===== config.mk =====
export PLATFORM = sky130hd
export DESIGN_NAME = tle_cell
export DESIGN_NICKNAME = d
export VERILOG_FILES = /design/src/sv/tle_pkg.sv /design/src/sv/tle_cell.sv
export SDC_FILE = /design/constraint.sdc
export NUM_CORES = 1
export LEC_CHECK = 0
export ABC_CLOCK_PERIOD_IN_PS = 1200
export BUFFER_PORTS_ARGS = -buffer_cell sky130_fd_sc_hd__buf_2
export CORE_MARGIN = 4
export CORE_UTILIZATION = 33
export DETAILED_ROUTE_END_ITERATION = 16
export GPL_TIMING_DRIVEN = 0
export PLACE_DENSITY = 0.78
export SETUP_SLACK_MARGIN = 0.05
export SYNTH_ARGS = -nofsm -noshare
export SYNTH_HDL_FRONTEND = slang
export SYNTH_SLANG_ARGS = --single-unit

===== constraint.sdc =====
create_clock -name clk -period 1.2 [get_ports clk]
set_input_delay 0.06 -clock clk [delete_from_list [all_inputs] [get_ports clk]]
set_output_delay 0.06 -clock clk [all_outputs]
set_load 0.1 [all_outputs]

===== src/sv/tle_pkg.sv =====
// shared types, codes and tree sizing functions for the text line buffer editor
`default_nettype none

package tle_pkg;

  localparam int TLE_CAPACITY = 1024;
  localparam int TLE_POS_W    = 10;
  localparam int TLE_RADIX    = 32;

  localparam logic [2:0] KIND_INSERT    = 3'd0;
  localparam logic [2:0] KIND_BACKSPACE = 3'd1;
  localparam logic [2:0] KIND_LEFT      = 3'd2;
  localparam logic [2:0] KIND_RIGHT     = 3'd3;
  localparam logic [2:0] KIND_READ      = 3'd4;

  localparam logic [1:0] STAT_OK    = 2'd0;
  localparam logic [1:0] STAT_FULL  = 2'd1;
  localparam logic [1:0] STAT_EDGE  = 2'd2;
  localparam logic [1:0] STAT_RANGE = 2'd3;

  typedef enum logic [1:0] {
    OP_HOLD,
    OP_INSERT,
    OP_DELETE
  } shift_op_t;

  typedef struct packed {
    shift_op_t  op;
    logic [7:0] data;
  } shift_cmd_t;

  typedef enum logic {
    S_IDLE,
    S_RUN
  } state_t;

  // node count of tree level k over n leaves
  function automatic int tle_lvl_size(int n, int k);
    int s;
    s = n;
    for (int i = 0; i < k; i++) s = (s + TLE_RADIX - 1) / TLE_RADIX;
    return s;
  endfunction

  // number of registered levels needed to reduce n leaves to one node
  function automatic int tle_levels(int n);
    int s;
    int l;
    s = n;
    l = 0;
    for (int i = 0; i < 32; i++) begin
      if (s > 1 || l == 0) begin
        s = (s + TLE_RADIX - 1) / TLE_RADIX;
        l = l + 1;
      end
    end
    return l;
  endfunction

  // offset of level k (k >= 1) in the flat node array
  function automatic int tle_lvl_off(int n, int k);
    int o;
    o = 0;
    for (int i = 1; i < k; i++) o = o + tle_lvl_size(n, i);
    return o;
  endfunction

endpackage

`default_nettype wire


===== src/sv/tle_cell.sv =====
// one byte cell of the text row, shifts with its neighbors on insert and delete
`default_nettype none

module tle_cell #(
  parameter int AW  = 10,
  parameter int IDX = 0
) (
  input  logic               clk,
  input  tle_pkg::shift_cmd_t cmd,
  input  logic [AW-1:0]      pos,
  input  logic [AW-1:0]      rd_idx,
  input  logic [7:0]         left_byte,
  input  logic [7:0]         right_byte,
  output logic [7:0]         data_o,
  output logic [7:0]         leaf_o
);
  import tle_pkg::*;

  localparam logic [AW-1:0] MY_IDX = AW'(IDX);

  logic [7:0] data_r;
  logic [7:0] data_nxt;

  always_comb begin
    data_nxt = data_r;
    unique case (cmd.op)
      OP_HOLD: begin
        data_nxt = data_r;
      end
      OP_INSERT: begin
        // cells above the cursor take from below, the cursor cell takes the new byte
        if (MY_IDX > pos) begin
          data_nxt = left_byte;
        end else if (MY_IDX == pos) begin
          data_nxt = cmd.data;
        end
      end
      OP_DELETE: begin
        if (MY_IDX >= pos) begin
          data_nxt = right_byte;
        end
      end
      default: begin
        data_nxt = data_r;
      end
    endcase
  end

  always_ff @(posedge clk) begin
    data_r <= data_nxt;
  end

  assign data_o = data_r;
  assign leaf_o = (MY_IDX == rd_idx) ? data_r : 8'h00;

endmodule

`default_nettype wire


==> impl_results.md <==
* Delay-heaviest family, CP: simple AND/OR/NAND/NOR gates
* Final hold vios at 0
* Die Wd at approximately 50 um
* Outcome: finished with violations
* Final setup TNS at -1.51 ns
* Part of the power in the clock network at between 30% and 40%
* Total track usage at 13.4%
* Fill cell total of the finished layout at 121
* Commonest non-fill, non-tap cells in the layout: buf_2, buf_6
* Worst min path class: input pin to flop
* Critical Path AT at 1.34 ns
* Number of global-route vias before repair at roughly 560
* Clock sinks at 8
* Initial core utilization at between 30% and 40%
* Initial drt markers at 4
* Num rows at 14
* DRC at 0
* Crit path buf inv count at 3
* Design Power at about 0.64 mW
* Total wire length at around 1.4 mm
* Post-CTS setup buffers at 0
* Crit path max fanout at 8
* Root buf cell: clkbuf_4
* Adder-Cell Fraction of Synth Area at 0%
* Die ar. at between 0.002 and 0.0025 sq mm
* Synth Cell Area at 563 sq um
* RSZ-0062 raised after global routing: yes
* Total CTS buffers at 3
* Nets at roughly 150
* Synth Register Bits at 8
* Post-Synth Simple-Gate Area at between 20 and 30%
* Post-synthesis cell type count at 16
* Remaining Overflow, GRT at 0
* Most used cell, CP: buf_6
* Comb pwr share at roughly a fifth
* Largest family of logic cells by synthesized area: simple AND/OR/NAND/NOR gates
* P_int at 0.505 mW
* Reg clk slew, reported paths at roughly 0.050 ns
* Multiplexer area fraction after synthesis at around 16%
* CP required at ~1.1 ns
* Seq/Total Area, Yosys at 42.7%
* Max clock buf depth at 2
* Crit-path cells: buf_6 > or4_4 > buf_12 > nor4_4 > buf_6
* # Max-Cap Violations at 0
* Period minus WS final at between 1 and 1.5 ns
* Max Slew Vio Count at 0
* CTS tree: yes
* Synth Area in Compound Gates at 0%
* ANT nets after route at 0
* Failing checks: setup timing
* Post-Synth XOR/XNOR Area at between 1.5 and 2%
* Max reg flops at 8
* Seq pwr share at 48.5%
* Diodes inserted at 0
* Post-route setup slack at -0.201 ns
* CP max stage delay at 0.54 ns
* Max H-tree Level at 1
* Share of layout cells above drive strength 1 at 85.3%
* Routed vias at approximately 580
* Area growth, synth to finish at 78.4%
* Yosys warning count at 0
* DIE HEIGHT at between 40 and 50 um
* Post-Synthesis Cells at between 40 and 50
* Routed WL per cell at approximately 12 um
* Leak at 0.471 nW
* NetSw at approximately 0.14 mW
* DPL Wire Length at 1.23 mm
* Critical path type: input pin to primary output
* IO Count at 63
* Pwr dens at ~640 mW/mm^2
* Crit path capture type: primary output
* Startpoint types: input pin
* Sw frac at between 20% and 30%
* Peak supply drop at between 0.3 and 0.4 mV
* GPL Wtd Cong at between 0.6 and 0.7
* Initial antenna violation count at 0
* Largest net degree at the start of global routing at 9
* First-pass GRT wire length at around 2.5 mm
* I/O Buffers at 54
* Slew @ Worst Pin at 0.497 ns
* Detailed Routing Iterations Pass 1 at 2
* Final worst-path cycle share at 117%
* Via-per-instance ratio at a little under 5
* Setup violators final at 8
* Post-synth net total at 92
* Core area at approximately 0.0016 sq mm
* Highest Clock Rate at 714 MHz
* Slew HR at between 60% and 70%
* Syn avg cell area at 12.5 sq um
* Crit-path slowest cell: or4_4
* Commonest non-fill, non-tap cell in the layout: buf_2
[power by group through the flow]
stage | registers [mW] | logic [mW] | clock network, mW
5_1_grt | 0.310 | 0.150 | 0.215
2_1_floorplan | 0.317 | 0.0632 | 0
3_3_place_gp | 0.316 | 0.127 | 0
6_report | 0.310 | 0.135 | 0.194
4_1_cts | 0.311 | 0.136 | 0.199
3_5_place_dp | 0.316 | 0.130 | 0
[cells in the mapped netlist]
cell      number  share of area, %
inv_1          8               5.3
nor4_2         7                16
nor4_1         2               2.2
edfxtp_1       8                43
nor2_1         1              0.67
nor4_4         1               3.8
buf_6          1               2.0
or2_2          1               1.1
mux2_2         8                16
nor2b_1        1               1.1
buf_2          2               1.8
xor2_1         1               1.6
or4_4          1               2.0
and4_1         1               1.6
buf_4          1               1.3
or4_1          1               1.3
[layout make-up]
class / instances / area [sq um] / area share (%)
Timing Repair Buffer: 54 / 327 / 32.5
Multi-Input combinational cell: 25 / 325 / 32.4
Sequential cell: 8 / 240 / 23.9
Buffer: 4 / 40.0 / 3.99
Inverter: 8 / 30.0 / 2.99
Clock buffer: 3 / 22.5 / 2.24
Tap cell: 16 / 20.0 / 1.99
[cells by family (layout without fill, tap and decap cells)]
| group | count (synthesis) | after routing |
|---|---|---|
| and+or+nand+nor | 16 | 16 |
| buffers and inverters | 12 | 69 |
| muxes | 8 | 8 |
| DFF | 8 | 8 |
| xor gates and xnor gates | 1 | 1 |
[per-stage QoR]
step | hold WS (ns) | area [sq um] | worst slack [ns] | std cells | utilization [%]
finish | 0.118 | 1000 | -0.201 | 118 | 64.4
global route | 0.113 | 1000 | -0.277 | 118 | 64.4
CTS | 0.113 | 1000 | -0.198 | 118 | 64.4
detailed placement | 0.366 | 915 | -0.447 | 115 | 58.7
global placement | 0.368 | 915 | -0.432 | 115 | 58.7
floorplan | 0.280 | 624 | -0.956 | 45 | -
[final timing paths]
kind          start   endpoint  slack [ns]  cells past startpoint
max       rd_idx[6]  leaf_o[2]       -0.20                      5
min   right_byte[0]  data_o[0]        0.12                      2
[layer usage]
metal  global-route usage, %  vias to the layer above  share of wire, %
li1                        -                      280                 -
met1                    14.1                      257                33
met2                    22.8                       38                52
met3                    4.28                        2                13
met4                    8.53                        0               1.5
met5                       0                        -                 0
[timing repair]
item,in CTS,in global routing
pin swaps,9,0
setup endpoints to repair,8,8
gates resized for setup,20,0
hold buffers,0,0
Power figures use the tool's default switching activity.
